===== src/sv/lpfr_pkg.sv =====
// Shared types, codes and constants for the length-prefixed frame receiver.
// No dependencies; every other file of the block but lpfr_fifo uses this package.
`timescale 1ns / 1ps

package lpfr_pkg;

  localparam int MAX_FRAME_BYTES_DEF = 512;
  localparam int QUEUE_DEPTH_DEF     = 2;

  localparam int CFG_IDX_W  = 2;
  localparam int CFG_DATA_W = 16;

  localparam logic [CFG_IDX_W-1:0] CFG_MAX_FRAME_LEN = 2'd0;
  localparam logic [CFG_IDX_W-1:0] CFG_IDLE_TIMEOUT  = 2'd1;

  localparam logic [9:0]  MAX_FRAME_LEN_RST = 10'd512;
  localparam logic [15:0] IDLE_TIMEOUT_RST  = 16'd10000;

  localparam logic [1:0] OP_DATA       = 2'd0;
  localparam logic [1:0] OP_TICK       = 2'd1;
  localparam logic [1:0] OP_CONNECT    = 2'd2;
  localparam logic [1:0] OP_DISCONNECT = 2'd3;

  localparam logic [1:0] ST_BYTE    = 2'd0;
  localparam logic [1:0] ST_BADLEN  = 2'd1;
  localparam logic [1:0] ST_TIMEOUT = 2'd2;
  localparam logic [1:0] ST_ABORT   = 2'd3;

  typedef enum logic [1:0] {
    KIND_DATA,
    KIND_TICK,
    KIND_CONNECT,
    KIND_DISCONNECT
  } kind_t;

  typedef enum logic [1:0] {
    PH_CLOSED,
    PH_HIGH,
    PH_LOW,
    PH_PAYLOAD
  } phase_t;

  typedef struct packed {
    kind_t      kind;
    logic [7:0] data_byte;
  } item_t;

  typedef struct packed {
    logic [1:0] status;
    logic [7:0] payload_byte;
    logic       last_byte;
    logic [9:0] frame_length;
  } result_t;

  typedef struct packed {
    logic [9:0]  max_frame_len;
    logic [15:0] idle_timeout_ticks;
  } cfg_t;

endpackage


===== src/sv/lpfr_fifo.sv =====
// Small register queue with a push/full and pop/empty handshake.
// Generic payload width and depth; uses no package items.
`timescale 1ns / 1ps

module lpfr_fifo #(
  parameter int WIDTH = 8,
  parameter int DEPTH = 2
) (
  input  logic             clk,
  input  logic             rst_n,
  input  logic             push_i,
  input  logic [WIDTH-1:0] data_i,
  output logic             full_o,
  input  logic             pop_i,
  output logic [WIDTH-1:0] data_o,
  output logic             empty_o
);

  localparam int PTR_W = (DEPTH > 1) ? $clog2(DEPTH) : 1;
  localparam int CNT_W = $clog2(DEPTH + 1);

  logic [WIDTH-1:0] entry_r [DEPTH];
  logic [PTR_W-1:0] wr_ptr_r, wr_ptr_nxt;
  logic [PTR_W-1:0] rd_ptr_r, rd_ptr_nxt;
  logic [CNT_W-1:0] count_r, count_nxt;
  logic             do_push, do_pop;

  assign full_o  = (count_r == CNT_W'(DEPTH));
  assign empty_o = (count_r == '0);
  assign do_push = push_i && !full_o;
  assign do_pop  = pop_i && !empty_o;
  assign data_o  = entry_r[rd_ptr_r];

  always_comb begin
    wr_ptr_nxt = wr_ptr_r;
    rd_ptr_nxt = rd_ptr_r;
    count_nxt  = count_r;
    if (do_push) begin
      wr_ptr_nxt = (wr_ptr_r == PTR_W'(DEPTH - 1)) ? '0 : wr_ptr_r + 1'b1;
    end
    if (do_pop) begin
      rd_ptr_nxt = (rd_ptr_r == PTR_W'(DEPTH - 1)) ? '0 : rd_ptr_r + 1'b1;
    end
    if (do_push && !do_pop) begin
      count_nxt = count_r + 1'b1;
    end else if (do_pop && !do_push) begin
      count_nxt = count_r - 1'b1;
    end
  end

  always_ff @(posedge clk) begin
    if (!rst_n) begin
      wr_ptr_r <= '0;
      rd_ptr_r <= '0;
      count_r  <= '0;
    end else begin
      wr_ptr_r <= wr_ptr_nxt;
      rd_ptr_r <= rd_ptr_nxt;
      count_r  <= count_nxt;
    end
  end

  always_ff @(posedge clk) begin
    if (do_push) begin
      entry_r[wr_ptr_r] <= data_i;
    end
  end

endmodule


===== src/sv/lpfr_front.sv =====
// Front end: accepts input transactions, decodes the opcode into an item kind
// and queues the item. Depends on lpfr_pkg and lpfr_fifo.
`timescale 1ns / 1ps

module lpfr_front #(
  parameter int QUEUE_DEPTH = lpfr_pkg::QUEUE_DEPTH_DEF
) (
  input  logic              clk,
  input  logic              rst_n,
  input  logic              push,
  output logic              full,
  input  logic [1:0]        opcode_i,
  input  logic [7:0]        data_byte_i,
  input  logic              pop_i,
  output lpfr_pkg::item_t   item_o,
  output logic              empty_o
);

  lpfr_pkg::item_t item_in;
  logic [$bits(lpfr_pkg::item_t)-1:0] q_out;

  always_comb begin
    item_in.data_byte = data_byte_i;
    unique case (opcode_i)
      lpfr_pkg::OP_DATA:       item_in.kind = lpfr_pkg::KIND_DATA;
      lpfr_pkg::OP_TICK:       item_in.kind = lpfr_pkg::KIND_TICK;
      lpfr_pkg::OP_CONNECT:    item_in.kind = lpfr_pkg::KIND_CONNECT;
      lpfr_pkg::OP_DISCONNECT: item_in.kind = lpfr_pkg::KIND_DISCONNECT;
      default:                 item_in.kind = lpfr_pkg::KIND_DATA;
    endcase
  end

  lpfr_fifo #(
    .WIDTH ($bits(lpfr_pkg::item_t)),
    .DEPTH (QUEUE_DEPTH)
  ) u_item_q (
    .clk     (clk),
    .rst_n   (rst_n),
    .push_i  (push),
    .data_i  (item_in),
    .full_o  (full),
    .pop_i   (pop_i),
    .data_o  (q_out),
    .empty_o (empty_o)
  );

  assign item_o = lpfr_pkg::item_t'(q_out);

endmodule


===== src/sv/lpfr_back.sv =====
// Back end: link and framing state machine with the idle counter.
// Takes one queued item per cycle unless the result queue is full; produces at most one result. Depends on lpfr_pkg.
`timescale 1ns / 1ps

module lpfr_back #(
  parameter int MAX_FRAME_BYTES = lpfr_pkg::MAX_FRAME_BYTES_DEF
) (
  input  logic               clk,
  input  logic               rst_n,
  input  lpfr_pkg::cfg_t     cfg_i,
  input  lpfr_pkg::item_t    item_i,
  input  logic               item_valid_i,
  output logic               item_take_o,
  input  logic               res_full_i,
  output logic               res_push_o,
  output lpfr_pkg::result_t  res_o
);

  localparam int LEN_W = (MAX_FRAME_BYTES > 1) ? $clog2(MAX_FRAME_BYTES + 1) : 1;

  lpfr_pkg::phase_t phase_r, phase_nxt;
  logic [7:0]       len_high_r, len_high_nxt;
  logic [LEN_W-1:0] exp_len_r, exp_len_nxt;
  logic [LEN_W-1:0] rcv_cnt_r, rcv_cnt_nxt;
  logic [15:0]      idle_r, idle_nxt;

  logic [15:0]      len_word;
  logic             bad_len;
  logic [15:0]      idle_inc;
  logic [LEN_W-1:0] rcv_inc;
  logic [9:0]       cur_len;

  assign item_take_o = item_valid_i && !res_full_i;
  assign len_word    = {len_high_r, item_i.data_byte};
  assign bad_len     = (len_word == 16'd0) || (len_word > {6'd0, cfg_i.max_frame_len})
                       || (len_word > 16'(MAX_FRAME_BYTES));
  assign idle_inc    = (idle_r == 16'hFFFF) ? idle_r : idle_r + 16'd1;
  assign rcv_inc     = rcv_cnt_r + 1'b1;
  assign cur_len     = (phase_r == lpfr_pkg::PH_PAYLOAD) ? 10'(exp_len_r) : 10'd0;

  always_comb begin
    phase_nxt          = phase_r;
    len_high_nxt       = len_high_r;
    exp_len_nxt        = exp_len_r;
    rcv_cnt_nxt        = rcv_cnt_r;
    idle_nxt           = idle_r;
    res_push_o         = 1'b0;
    res_o.status       = lpfr_pkg::ST_BYTE;
    res_o.payload_byte = 8'd0;
    res_o.last_byte    = 1'b0;
    res_o.frame_length = 10'd0;
    if (item_take_o) begin
      unique case (phase_r)
        lpfr_pkg::PH_CLOSED: begin
          if (item_i.kind == lpfr_pkg::KIND_CONNECT) begin
            phase_nxt    = lpfr_pkg::PH_HIGH;
            len_high_nxt = 8'd0;
            exp_len_nxt  = '0;
            rcv_cnt_nxt  = '0;
            idle_nxt     = 16'd0;
          end
        end
        lpfr_pkg::PH_HIGH, lpfr_pkg::PH_LOW, lpfr_pkg::PH_PAYLOAD: begin
          case (item_i.kind)
            lpfr_pkg::KIND_CONNECT: begin
            end
            lpfr_pkg::KIND_DISCONNECT: begin
              phase_nxt          = lpfr_pkg::PH_CLOSED;
              len_high_nxt       = 8'd0;
              exp_len_nxt        = '0;
              rcv_cnt_nxt        = '0;
              idle_nxt           = 16'd0;
              res_push_o         = (phase_r != lpfr_pkg::PH_HIGH);
              res_o.status       = lpfr_pkg::ST_ABORT;
              res_o.frame_length = cur_len;
            end
            lpfr_pkg::KIND_TICK: begin
              idle_nxt = idle_inc;
              if (idle_inc > cfg_i.idle_timeout_ticks) begin
                phase_nxt          = lpfr_pkg::PH_CLOSED;
                len_high_nxt       = 8'd0;
                exp_len_nxt        = '0;
                rcv_cnt_nxt        = '0;
                idle_nxt           = 16'd0;
                res_push_o         = 1'b1;
                res_o.status       = lpfr_pkg::ST_TIMEOUT;
                res_o.frame_length = cur_len;
              end
            end
            default: begin
              idle_nxt = 16'd0;
              if (phase_r == lpfr_pkg::PH_HIGH) begin
                len_high_nxt = item_i.data_byte;
                phase_nxt    = lpfr_pkg::PH_LOW;
              end else if (phase_r == lpfr_pkg::PH_LOW) begin
                if (bad_len) begin
                  phase_nxt    = lpfr_pkg::PH_CLOSED;
                  len_high_nxt = 8'd0;
                  exp_len_nxt  = '0;
                  rcv_cnt_nxt  = '0;
                  res_push_o   = 1'b1;
                  res_o.status = lpfr_pkg::ST_BADLEN;
                end else begin
                  exp_len_nxt = LEN_W'(len_word);
                  rcv_cnt_nxt = '0;
                  phase_nxt   = lpfr_pkg::PH_PAYLOAD;
                end
              end else begin
                res_push_o         = 1'b1;
                res_o.status       = lpfr_pkg::ST_BYTE;
                res_o.payload_byte = item_i.data_byte;
                res_o.frame_length = 10'(exp_len_r);
                rcv_cnt_nxt        = rcv_inc;
                if (rcv_inc >= exp_len_r) begin
                  res_o.last_byte = 1'b1;
                  phase_nxt       = lpfr_pkg::PH_HIGH;
                  len_high_nxt    = 8'd0;
                  exp_len_nxt     = '0;
                  rcv_cnt_nxt     = '0;
                end
              end
            end
          endcase
        end
        default: begin
          phase_nxt = lpfr_pkg::PH_CLOSED;
        end
      endcase
    end
  end

  always_ff @(posedge clk) begin
    if (!rst_n) begin
      phase_r    <= lpfr_pkg::PH_CLOSED;
      len_high_r <= 8'd0;
      exp_len_r  <= '0;
      rcv_cnt_r  <= '0;
      idle_r     <= 16'd0;
    end else begin
      phase_r    <= phase_nxt;
      len_high_r <= len_high_nxt;
      exp_len_r  <= exp_len_nxt;
      rcv_cnt_r  <= rcv_cnt_nxt;
      idle_r     <= idle_nxt;
    end
  end

endmodule


===== src/sv/length_prefixed_frame_receiver_top.sv =====
// Top level of the length-prefixed frame receiver: configuration registers,
// front end, back end and result queue. Depends on lpfr_pkg, lpfr_front,
// lpfr_back and lpfr_fifo.
//
//   Channel   Handshake            Payload
//   input     push / full          in_opcode, in_data_byte
//   result    empty / pop          out_status, out_payload_byte, out_last_byte,
//                                  out_frame_length
//   config    cfg_wr_en            cfg_index, cfg_wdata
//
// One item per cycle is sustained while the result queue is not full: the back end retires
// one queued item each cycle. Results reach the result ports through the registered result queue.
// Reset clears both queues, closes the link and restores the register reset values.
// The front queue raises full when it holds QUEUE_DEPTH items; the back end
// waits while the result queue is full.
`timescale 1ns / 1ps

module length_prefixed_frame_receiver_top #(
  parameter int MAX_FRAME_BYTES = lpfr_pkg::MAX_FRAME_BYTES_DEF,
  parameter int QUEUE_DEPTH     = lpfr_pkg::QUEUE_DEPTH_DEF
) (
  input  logic                          clk,
  input  logic                          rst_n,
  input  logic                          push,
  output logic                          full,
  input  logic [1:0]                    in_opcode,
  input  logic [7:0]                    in_data_byte,
  output logic                          empty,
  input  logic                          pop,
  output logic [1:0]                    out_status,
  output logic [7:0]                    out_payload_byte,
  output logic                          out_last_byte,
  output logic [9:0]                    out_frame_length,
  input  logic                          cfg_wr_en,
  input  logic [lpfr_pkg::CFG_IDX_W-1:0]  cfg_index,
  input  logic [lpfr_pkg::CFG_DATA_W-1:0] cfg_wdata
);

  lpfr_pkg::cfg_t    cfg_r;
  lpfr_pkg::item_t   item;
  lpfr_pkg::result_t res_in;
  lpfr_pkg::result_t res_out;
  logic [$bits(lpfr_pkg::result_t)-1:0] res_q_out;
  logic item_empty, item_take, res_full, res_push;

  always_ff @(posedge clk) begin
    if (!rst_n) begin
      cfg_r.max_frame_len      <= lpfr_pkg::MAX_FRAME_LEN_RST;
      cfg_r.idle_timeout_ticks <= lpfr_pkg::IDLE_TIMEOUT_RST;
    end else if (cfg_wr_en) begin
      if (cfg_index == lpfr_pkg::CFG_MAX_FRAME_LEN) begin
        cfg_r.max_frame_len <= cfg_wdata[9:0];
      end else if (cfg_index == lpfr_pkg::CFG_IDLE_TIMEOUT) begin
        cfg_r.idle_timeout_ticks <= cfg_wdata[15:0];
      end
    end
  end

  lpfr_front #(
    .QUEUE_DEPTH (QUEUE_DEPTH)
  ) u_front (
    .clk         (clk),
    .rst_n       (rst_n),
    .push        (push),
    .full        (full),
    .opcode_i    (in_opcode),
    .data_byte_i (in_data_byte),
    .pop_i       (item_take),
    .item_o      (item),
    .empty_o     (item_empty)
  );

  lpfr_back #(
    .MAX_FRAME_BYTES (MAX_FRAME_BYTES)
  ) u_back (
    .clk          (clk),
    .rst_n        (rst_n),
    .cfg_i        (cfg_r),
    .item_i       (item),
    .item_valid_i (!item_empty),
    .item_take_o  (item_take),
    .res_full_i   (res_full),
    .res_push_o   (res_push),
    .res_o        (res_in)
  );

  lpfr_fifo #(
    .WIDTH ($bits(lpfr_pkg::result_t)),
    .DEPTH (QUEUE_DEPTH)
  ) u_result_q (
    .clk     (clk),
    .rst_n   (rst_n),
    .push_i  (res_push),
    .data_i  (res_in),
    .full_o  (res_full),
    .pop_i   (pop),
    .data_o  (res_q_out),
    .empty_o (empty)
  );

  assign res_out          = lpfr_pkg::result_t'(res_q_out);
  assign out_status       = res_out.status;
  assign out_payload_byte = res_out.payload_byte;
  assign out_last_byte    = res_out.last_byte;
  assign out_frame_length = res_out.frame_length;

endmodule


===== config.mk =====
export PLATFORM = sky130hd
export DESIGN_NAME = length_prefixed_frame_receiver_top
export DESIGN_NICKNAME = d
export VERILOG_FILES = /design/src/sv/lpfr_pkg.sv /design/src/sv/lpfr_fifo.sv /design/src/sv/lpfr_front.sv /design/src/sv/lpfr_back.sv /design/src/sv/length_prefixed_frame_receiver_top.sv
export SDC_FILE = /design/constraint.sdc
export NUM_CORES = 1
export LEC_CHECK = 0
export BUFFER_PORTS_ARGS = -buffer_cell sky130_fd_sc_hd__buf_2
export CORE_MARGIN = 2
export CORE_UTILIZATION = 44
export CTS_BUF_LIST = sky130_fd_sc_hd__clkbuf_16
export CTS_CLUSTER_DIAMETER = 200
export DETAILED_ROUTE_END_ITERATION = 7
export MAX_ROUTING_LAYER = met4
export SLEW_MARGIN = 20
export SYNTH_ARGS = -nofsm -noshare
export SYNTH_HDL_FRONTEND = slang
export SYNTH_SLANG_ARGS = --single-unit

===== constraint.sdc =====
create_clock -name clk -period 5.31 [get_ports clk]
set_clock_uncertainty 0.1 [all_clocks]
set_input_delay 0.531 -clock clk [delete_from_list [all_inputs] [get_ports clk]]
set_output_delay 0.531 -clock clk [all_outputs]
set_load 0.01 [all_outputs]

==> impl_metrics.env, run 1 <==
export IMPL_outcome="finished clean"
export IMPL_crit_slowest_cell="o41ai_2"
export IMPL_cts_inserted_buffers=17
export IMPL_cts_repair_resize_count=0
export IMPL_syn_area_per_cell_um2=9.98
export IMPL_pin_count=56
export IMPL_start_util_pct=44.9
export IMPL_drt_pass1_iterations=5
export IMPL_synthArstFlopShare_pct=0
export IMPL_grt_pass1_vias=5619
export IMPL_finalCriticalPeriod_ns=4.70
export IMPL_cts_setup_buffers=0
export IMPL_post_drt_wl_per_cell_um=16.0
export IMPL_clk_latency_ns=0.42
export IMPL_place_congestion=0.835
export IMPL_grt_max_degree=48
export IMPL_cts_root_buf="clkbuf_16"
export IMPL_postLayoutCellArea_um2=8500
export IMPL_ir_drop_uv=261
export IMPL_slew_violations=0
export IMPL_netlist_instances=743
export IMPL_drt_wl_total_um=16300
export IMPL_die_h_um=134
export IMPL_pre_cts_ws_ns=0.668
export IMPL_cp_slowest_stage_delay_ns=0.64
export IMPL_slew_limit_headroom_pct=28.4
export IMPL_cp_arrival_ns=4.95
export IMPL_antenna_found_initial=0
export IMPL_cts_htree_levels=4
export IMPL_finalNetCount=863
export IMPL_area_growth_pct=14.6
export IMPL_setup_ws_ns=0.609
export IMPL_dr_total_vias=5650
export IMPL_cap_viol_max_count=0
export IMPL_path_buf_inv=0
export IMPL_core_area_um2=16500
export IMPL_ys_warnings_count=0
export IMPL_dp_hpwl_um=11600
export IMPL_drive_above_1_share_pct=17.4
export IMPL_hold_path_class="input pin to flop"
export IMPL_rsz0062_at_grt="no"
export IMPL_grt_ovfl_total=0
export IMPL_hold_viol_final=0
export IMPL_crit_path_end_kind="flop"
export IMPL_p_total_mw=3.28
export IMPL_ctsHoldBuffers=0
export IMPL_cts_sinks=144
export IMPL_seqCellArea_um2=3500
export IMPL_synth_edf_count=62
export IMPL_critPathTopFamily="simple AND/OR/NAND/NOR gates"
export IMPL_setup_tns_final_ns=0
export IMPL_power_density_nw_per_um2=386
export IMPL_period_share_pct=88.5
export IMPL_portBuffers=55
export IMPL_worstPathCellList="and4_1 > nand4_1 > or3_1 > nand4_1 > xnor2_1 > ha_1 > a21o_1 > nand3_1 > a211oi_1 > o41ai_2 > nor3_1 > or3_1 > ha_1 > or3_1 > a21oi_1"
export IMPL_setup_violations=0
export IMPL_worstSetupPathType="flop to flop"
export IMPL_post_dp_cell_area_um2=7840
export IMPL_crit_fanout=7
export IMPL_drc=0
export IMPL_grt_pass1_wl_um=27300
export IMPL_cpMostUsedCell="or3_1"
export IMPL_clk_pin_slew_ns=0.06
export IMPL_crit_required_ns=5.55
export IMPL_cts_tree="done"
export IMPL_max_freq_mhz=213
export IMPL_num_antenna_cells=0
export IMPL_cts_buffer_depth=2
export IMPL_synth_seq_cells=144
export IMPL_synth_distinct_cells=63
export IMPL_fin_cells=1019
export IMPL_drtIter0Drc=265
export IMPL_track_usage_pct=20.0
export IMPL_worst_pin_slew_ns=1.07
export IMPL_synth_ff_type="dfxtp_1"
export IMPL_dieArea_um2=17900
export IMPL_multi_input_area_um2=3610
export IMPL_placementRows=47
export IMPL_placed_cells=987
export IMPL_critPathLaunchType="flop"
export IMPL_netlist_area_um2=7410
export IMPL_antenna_left=0
export IMPL_synth_seq_area_share_pct=47.3
export IMPL_syn_nets=820
export IMPL_nFillCells=1502
export IMPL_die_w_um=134
export IMPL_p_leak_nw=3.27
export IMPL_viasPerCell=5.54
==> final cells by class <==
cell class	count	area share, %
Timing Repair Buffer	58	3.50
Tap cell	220	3.24
Clock buffer	17	5.01
Multi-Input combinational cell	522	42.5
Inverter	43	1.90
Clock inverter	15	2.66
Sequential cell	144	41.2
==> path summary, 6_finish.rpt <==
check | start | endpoint | slack [ns] | depth (start not counted)
setup / recovery | u_back.idle_r[7] | u_result_q.count_r[1] | 0.61 | 15
setup reg to reg | u_back.idle_r[7] | u_result_q.count_r[1] | 0.61 | 15
hold reg to reg | cfg_r[3] | cfg_r[3] | 0.36 | 2
hold / removal | in_opcode[0] | u_front.u_item_q.entry_r[0][8] | 0.20 | 1
==> metrics by stage <==
| step | utilization, % | hold slack, ns |
|---|---|---|
| 2_1_floorplan | - | 0.336 |
| 3_3_place_gp | 47.4 | 0.345 |
| 3_5_place_dp | 47.4 | 0.352 |
| 4_1_cts | 51.4 | 0.180 |
| 5_1_grt | 51.4 | 0.184 |
| 6_report | 51.4 | 0.195 |
==> cell usage in the layout (no fill, tap or decap), drive strengths merged, types with 3 or more instances in the layout <==
cell type  instances
nand2             88
dfxtp             82
edfxtp            62
buf               58
nor2              50
inv               50
a21oi             48
ha                44
mux2              32
nand3             28
mux2i             22
o21ai             18
clkbuf            17
nand4             15
xnor2             14
or3               14
nor3              14
xor2              13
and2              13
nor2b             13
o211ai            10
and3               7
nand3b             6
o22ai              6
nor4               6
nand2b             6
a211oi             6
a22oi              5
a21o               5
o21a               5
bufinv             5
o311ai             4
o41ai              4
or2                3
a31oi              3
o31ai              3
==> per-layer routing <==
layer  vias to the layer above  global-route usage (%)  share of wire [%]
met5                         -                       -                  0
met4                         0                    8.45                2.0
met3                        32                    3.48                4.4
met2                       150                    33.0                 49
met1                      2709                    24.2                 44
li1                       2759                       -                  -
==> where the power goes <==
group | internal, mW | switching [mW]
combinational | 0.262 | 0.402
sequential | 1.23 | 0.0702
clock | 0.841 | 0.479
==> Yosys cell counts, types with 3 or more instances <==
cell / count / area [µm²]
nand3_1: 26 / 130
nand3b_1: 6 / 45.0
and2_1: 13 / 81.3
o21ai_0: 18 / 90.1
o21a_1: 5 / 37.5
nand2b_1: 5 / 31.3
edfxtp_1: 62 / 1860
a31oi_1: 3 / 18.8
nor4_1: 5 / 31.3
o22ai_1: 6 / 37.5
dfxtp_1: 82 / 1640
o211ai_1: 10 / 75.1
nand4_1: 15 / 93.8
buf_6: 3 / 33.8
a22oi_1: 5 / 37.5
nor2b_1: 13 / 81.3
or3_1: 14 / 87.6
mux2_2: 31 / 349
a21oi_1: 48 / 240
and3_1: 7 / 43.8
buf_2: 3 / 15.0
clkbuf_1: 25 / 93.8
inv_1: 42 / 158
o311ai_0: 4 / 35.0
or2_2: 3 / 18.8
a211oi_1: 4 / 30.0
nor2_1: 49 / 184
a21o_1: 5 / 37.5
mux2i_1: 22 / 220
nand2_1: 88 / 330
nor3_1: 13 / 65.1
ha_1: 44 / 551
xnor2_1: 14 / 123
xor2_1: 13 / 114
==> cell families after synthesis <==
family | count (synthesis) | share of synthesized area, %
AOI/OAI and AO/OA | 127 | 11.6
xor gates and xnor gates | 27 | 3.19
adders and majority gates | 44 | 7.43
buffers and inverters | 77 | 4.30
DFF | 144 | 47.3
muxes | 54 | 7.88
and+or+nand+nor | 270 | 18.3
==> sequential cells by signal, summed over array words and instances, names as in the netlist, 8 cells and up, named ones only <==
| signal | count |
|---|---|
| u_front.u_item_q.entry_r | 20 |
| cfg_r | 26 |
| u_back.rcv_cnt_r | 10 |
| u_back.idle_r | 16 |
| u_result_q.entry_r | 42 |
| u_back.exp_len_r | 10 |
| u_back.len_high_r | 8 |
(Power assumes the default switching activity.)
==> run 2, diff against run 1 <==
--- a/config.mk
+++ b/config.mk
@@ -5,12 +5,13 @@
 export SDC_FILE = /design/constraint.sdc
 export NUM_CORES = 1
 export LEC_CHECK = 0
-export BUFFER_PORTS_ARGS = -buffer_cell sky130_fd_sc_hd__buf_2
+export ABC_AREA = 1
 export CORE_MARGIN = 2
 export CORE_UTILIZATION = 44
 export CTS_BUF_LIST = sky130_fd_sc_hd__clkbuf_16
 export CTS_CLUSTER_DIAMETER = 200
 export DETAILED_ROUTE_END_ITERATION = 7
+export DONT_BUFFER_PORTS = 1
 export MAX_ROUTING_LAYER = met4
 export SLEW_MARGIN = 20
 export SYNTH_ARGS = -nofsm -noshare
==> impl_metrics.env, run 2 <==
export IMPL_reg_top3="u_result_q.entry_r (42), cfg_r (26), u_front.u_item_q.entry_r (20)"
export IMPL_cts_setup_buffers=0
export IMPL_nFillCells=1619
export IMPL_grt_pass1_wl_um=25700
export IMPL_fin_cells=1130
export IMPL_cts_buffer_depth=2
export IMPL_p_leak_nw=3.47
export IMPL_cts_htree_levels=4
export IMPL_setup_violations=0
export IMPL_swShare_pct=36.3
export IMPL_period_share_pct=79.0
export IMPL_netlist_area_um2=7380
export IMPL_pwr_share_seq_pct=37.3
export IMPL_die_h_um=134
export IMPL_placed_cells=1098
export IMPL_p_total_mw=3.71
export IMPL_synth_edf_count=62
export IMPL_viasPerCell=4.92
export IMPL_placementRows=47
export IMPL_grt_ovfl_total=0
export IMPL_dieArea_um2=17800
export IMPL_synth_ff_type="dfxtp_1"
export IMPL_hold_path_class="input pin to flop"
export IMPL_p_clk_share_pct=32.6
export IMPL_cts_inserted_buffers=17
export IMPL_drt_wl_total_um=15600
export IMPL_top_register="u_result_q.entry_r"
export IMPL_layout_common_cells="200 x nand2_1, 131 x inv_1, 109 x nor2_1"
export IMPL_crit_path_end_kind="flop"
export IMPL_ctsHoldBuffers=0
export IMPL_antenna_found_initial=0
export IMPL_pin_count=56
export IMPL_cts_tree="done"
export IMPL_num_antenna_cells=0
export IMPL_power_density_nw_per_um2=454
export IMPL_dr_total_vias=5565
export IMPL_p_int_mw=2.36
export IMPL_cts_root_buf="clkbuf_16"
export IMPL_slew_limit_headroom_pct=35.3
export IMPL_drtIter0Drc=259
export IMPL_portBuffers=0
export IMPL_core_area_um2=16500
export IMPL_utilization_pct=49.6
export IMPL_finalCriticalPeriod_ns=4.20
export IMPL_crit_fanout=21
export IMPL_hold_viol_final=0
export IMPL_layout_commonest_cell="nand2_1"
export IMPL_largest_reg_flops=42
export IMPL_die_w_um=134
export IMPL_cap_viol_max_count=0
export IMPL_synthTopCellsByCount="200 x nand2_1, 131 x inv_1, 110 x nor2_1, 82 x dfxtp_1, 72 x a21oi_1"
export IMPL_max_freq_mhz=238
export IMPL_drive_above_1_share_pct=8.57
export IMPL_synthArstFlopShare_pct=0
export IMPL_synth_most_common_cell="nand2_1"
export IMPL_critPathLaunchType="flop"
export IMPL_crit_required_ns=5.26
export IMPL_netlist_instances=900
export IMPL_area_growth_pct=10.6
export IMPL_dp_hpwl_um=11100
export IMPL_cts_repair_resize_count=0
export IMPL_clk_latency_ns=0.43
export IMPL_syn_area_per_cell_um2=8.20
export IMPL_rsz0062_at_grt="no"
export IMPL_synthTopCellsByArea="edfxtp_1 25%, dfxtp_1 22%, nand2_1 10%"
export IMPL_drt_pass1_iterations=5
export IMPL_ir_drop_uv=286
export IMPL_worst_pin_slew_ns=0.970
export IMPL_start_util_pct=44.8
export IMPL_finalNetCount=974
export IMPL_cp_arrival_ns=4.14
export IMPL_synth_top_area_share_pct=25.2
export IMPL_cts_sinks=144
export IMPL_synth_seq_area_share_pct=47.4
export IMPL_slew_violations=0
export IMPL_antenna_left=0
export IMPL_grt_pass1_vias=5159
export IMPL_p_comb_share_pct=30.1
export IMPL_synth_distinct_cells=38
export IMPL_outcome="finished clean"
export IMPL_clk_pin_slew_ns=0.07
export IMPL_synth_top_cell_by_area="edfxtp_1"
export IMPL_grt_max_degree=53
export IMPL_synth_seq_cells=144
export IMPL_switching_power_mw=1.35
export IMPL_ys_warnings_count=0
export IMPL_setup_tns_final_ns=0
export IMPL_worstSetupPathType="flop to flop"
export IMPL_drc=0
export IMPL_place_congestion=0.856
export IMPL_track_usage_pct=19.0
export IMPL_syn_nets=977
export IMPL_post_drt_wl_per_cell_um=13.8
-- run 2: cell count changes in the layout (fill, tap and decap cells not counted), moves of 24 or more --
| cell | change |
|---|---|
| nand2_1 | +112 |
| inv_1 | +89 |
| nor2_1 | +60 |
| buf_2 | -55 |
| o21ai_0 | +31 |
| a21oi_1 | +24 |
-- run 2: cell families (layout without fill, tap and decap cells) --
kind of cell,after synthesis,count (layout),share of synthesized area [%]
AO/OA/AOI/OAI,138,138,10.0
XOR/XNOR,17,17,2.02
adder cells (fa/ha/maj),44,44,7.46
buffers and inverters,158,168,8.27
flip-flops,144,144,47.4
multiplexers,21,21,3.20
AND/OR/NAND/NOR,378,378,21.6
-- run 2: critical path, cell delays in order (launching register included) --
cell and delay [ns]:
dfxtp_1 0.40, ha_1 0.21, nand3_1 0.13, nor2_1 0.25, inv_1 0.09, nor2_1 0.14, nand2_1 0.18, nand4_1 0.14
xnor2_1 0.09, ha_1 0.30, nand2_1 0.06, o21ai_0 0.30, nand2_1 0.09, nand2_1 0.07, nand2_1 0.04, nand2_1 0.07
nand3_1 0.11, a21oi_1 0.22, nand3_1 0.13, inv_1 0.65
-- run 2: path summary, 6_finish.rpt --
kind	from	cells after the start	slack, ns	end
max	u_back.idle_r[1]	19	1.11	u_result_q.entry_r[1][13]
min	in_data_byte[7]	0	0.1	u_front.u_item_q.entry_r[0][7]
max reg2reg	u_back.idle_r[1]	19	1.11	u_result_q.entry_r[1][13]
min reg2reg	u_front.u_item_q.rd_ptr_r	1	0.36	flop
-- run 2: power groups by stage --
stage                     clock network, mW  logic [mW]  registers (mW)
final                                  1.21        1.12            1.38
after global placement                    0        1.10            1.41
after global routing                   1.28        1.29            1.40
after detailed placement                  0        1.11            1.41
after CTS                              1.23        1.12            1.39
after floorplan                           0       0.916            1.36
-- run 2: per-layer routing --
metal	vias to the layer above	track usage [%]	part of all wire, %
met4	0	5.97	1.7
met3	20	5.37	4.9
met2	103	28.5	45
met1	2527	24.9	49
li1	2915	-	-
met5	-	-	0
-- run 2: per-stage QoR --
step           setup slack [ns]  hold slack, ns  instance area [µm²]
4_1_cts                    1.13          0.0784                 8160
5_1_grt                   0.650          0.0738                 8160
3_3_place_gp               1.29           0.332                 7560
6_report                   1.11          0.0950                 8160
3_5_place_dp               1.16           0.343                 7560
2_1_floorplan              1.33           0.326                 7380
-- run 2: cell type report --
| type | instances | area (µm²) | area share [%] |
|---|---|---|---|
| sequential | 144 | 3500 | 42.9 |
| clock buffer | 17 | 425 | 5.21 |
| inverter | 135 | 507 | 6.21 |
| timing repair buffer | 1 | 7.51 | 0.0920 |
| multi-input combinational | 598 | 3270 | 40.1 |
| clock inverter | 15 | 174 | 2.13 |
| tap | 220 | 275 | 3.37 |
==> run 3, diff against run 2 <==
==> constraint.sdc (replaced) <==
create_clock -name clk -period 4 [get_ports clk]
set_clock_uncertainty 0.1 [all_clocks]
set_input_delay 0.4 -clock clk [delete_from_list [all_inputs] [get_ports clk]]
set_output_delay 0.4 -clock clk [all_outputs]
set_load 0.01 [all_outputs]
==> impl_metrics.env, run 3 (synthesized netlist as in run 2, its figures left out) <==
export IMPL_track_usage_pct=19.9
export IMPL_drc=0
export IMPL_top_register="u_result_q.entry_r"
export IMPL_grt_max_degree=33
export IMPL_slew_limit_headroom_pct=32.2
export IMPL_place_congestion=0.889
export IMPL_grt_ovfl_total=0
export IMPL_antenna_found_initial=0
export IMPL_r2r_slack_ns=0.38
export IMPL_rsz0062_at_grt="no"
export IMPL_min_delay_start="rst_n"
export IMPL_utilization_pct=51.1
export IMPL_crit_required_ns=4.21
export IMPL_nFillCells=1581
export IMPL_r2r_start="u_back.idle_r[0]"
export IMPL_die_w_um=134
export IMPL_ir_drop_uv=317
export IMPL_die_h_um=134
export IMPL_cts_htree_levels=4
export IMPL_antenna_left=0
export IMPL_critPathLaunchType="flop"
export IMPL_grt_pass1_wl_um=27000
export IMPL_area_growth_pct=14.0
export IMPL_holdPathStages=2
export IMPL_outcome="finished clean"
export IMPL_drt_wl_total_um=16300
export IMPL_dr_total_vias=5679
export IMPL_cp_arrival_ns=3.83
export IMPL_setup_violations=0
export IMPL_cts_tree="done"
export IMPL_period_share_pct=90.6
export IMPL_reg2reg_depth=24
export IMPL_setup_tns_final_ns=0
export IMPL_min_to="cfg_r[14]"
export IMPL_portBuffers=0
export IMPL_viasPerCell=4.93
export IMPL_max_freq_mhz=276
export IMPL_cts_inserted_buffers=17
export IMPL_worst_pin_slew_ns=1.02
export IMPL_p_leak_nw=3.57
export IMPL_drtIter0Drc=328
export IMPL_layout_common_cells="199 x nand2_1, 131 x inv_1, 105 x nor2_1"
export IMPL_drive_above_1_share_pct=10.2
export IMPL_cts_sinks=144
export IMPL_clk_latency_ns=0.42
export IMPL_clk_pin_slew_ns=0.06
export IMPL_cap_viol_max_count=0
export IMPL_layout_commonest_cell="nand2_1"
export IMPL_largest_reg_flops=42
export IMPL_drt_pass1_iterations=5
export IMPL_reg_top3="u_result_q.entry_r (42), cfg_r (26), u_front.u_item_q.entry_r (20)"
export IMPL_worstSetupPathType="flop to flop"
export IMPL_placementRows=47
export IMPL_cts_buffer_depth=2
export IMPL_hold_slack_ns=0.0164
export IMPL_num_antenna_cells=0
export IMPL_power_density_nw_per_um2=585
export IMPL_slew_violations=0
export IMPL_hold_path_class="input pin to flop"
export IMPL_hold_viol_final=0
export IMPL_grt_pass1_vias=5316
export IMPL_crit_path_end_kind="flop"
export IMPL_dieArea_um2=17800
export IMPL_crit_fanout=4
export IMPL_finalCriticalPeriod_ns=3.62
export IMPL_start_util_pct=44.8
export IMPL_pin_count=56
export IMPL_dp_hpwl_um=11300
export IMPL_cts_root_buf="clkbuf_16"
export IMPL_post_drt_wl_per_cell_um=14.2
export IMPL_finalNetCount=997
export IMPL_reg2reg_to="u_result_q.count_r[1]"
export IMPL_core_area_um2=16500
[run 3: changes by cell type in the layout (fill, tap and decap cells not counted), moves of 2 or more]
cell and delta:
nor2_2 +4, nor3_2 +2, nor2_1 -4, dlygate4sd3_1 +16
nor3_1 -2, nand3_1 -2, buf_12 +2, buf_4 +5
nand3_2 +2
[run 3: what timing repair did]
item,CTS,global route
buffers inserted,0,1
gates resized for setup,0,12
hold endpoints to repair,34,0
endpoints found under the setup margin,0,68
hold buffers,16,0
[run 3: how the worst max path moves through the flow]
stage,to,slack (ns),cells past startpoint,start
final,u_result_q.count_r[1],0.38,24,u_back.idle_r[0]
after detailed placement,u_result_q.count_r[1],0.11,23,u_back.idle_r[1]
after global routing,u_result_q.count_r[1],0.02,25,u_back.idle_r[0]
after floorplan,u_result_q.entry_r[0][0],0.02,18,u_back.idle_r[1]
after global placement,u_result_q.count_r[1],0.26,23,u_back.idle_r[1]
after CTS,u_result_q.count_r[1],0.09,23,u_back.idle_r[1]
[run 3: power by group]
part / internal, mW / switching (mW)
logic: 0.515 / 1.04
registers: 1.72 / 0.109
clock network: 0.875 / 0.672
total: 3.11 / 1.82
[run 3: per-stage QoR]
step | instances | power, mW | area [µm²] | setup slack, ns
6_report | 1153 | 4.93 | 8420 | 0.375
5_1_grt | 1153 | 5.29 | 8420 | 0.0171
4_1_cts | 1152 | 4.96 | 8370 | 0.0937
3_5_place_dp | 1104 | 3.39 | 7630 | 0.112
3_3_place_gp | 1104 | 3.38 | 7630 | 0.259
2_1_floorplan | 900 | 3.03 | 7380 | 0.0181
[run 3: area by class of cell]
type / count / area [µm²] / area share (%)
clock buffer: 17 / 425 / 5.05
sequential: 144 / 3500 / 41.6
inverter: 135 / 507 / 6.02
clock inverter: 15 / 153 / 1.81
multi-input combinational: 598 / 3310 / 39.3
timing repair buffer: 24 / 245 / 2.91
tap: 220 / 275 / 3.27
[run 3: critical path: stages, from the launching register on]
cell	delay [ns]
dfxtp_1	0.38
ha_1	0.20
nand3_1	0.15
nor2_2	0.18
buf_4	0.13
nand2_1	0.06
nor3_1	0.19
xnor2_1	0.15
nand2_1	0.09
ha_1	0.29
nand2_1	0.06
inv_1	0.05
nand3_1	0.09
nor3_2	0.15
nand2_1	0.07
nand2_1	0.09
nand3_2	0.10
a21oi_2	0.19
nand2_1	0.10
inv_1	0.06
ha_1	0.24
a21oi_1	0.11
o21ai_0	0.11
o21ai_1	0.13
a21oi_1	0.05
[run 3: layer usage]
| metal | vias up | share of wire [%] | global-route usage [%] |
|---|---|---|---|
| li1 | 2955 | - | - |
| met5 | - | 0 | - |
| met1 | 2581 | 48 | 25.7 |
| met2 | 125 | 46 | 31.4 |
| met4 | 0 | 1.8 | 7.09 |
| met3 | 18 | 4.5 | 3.58 |
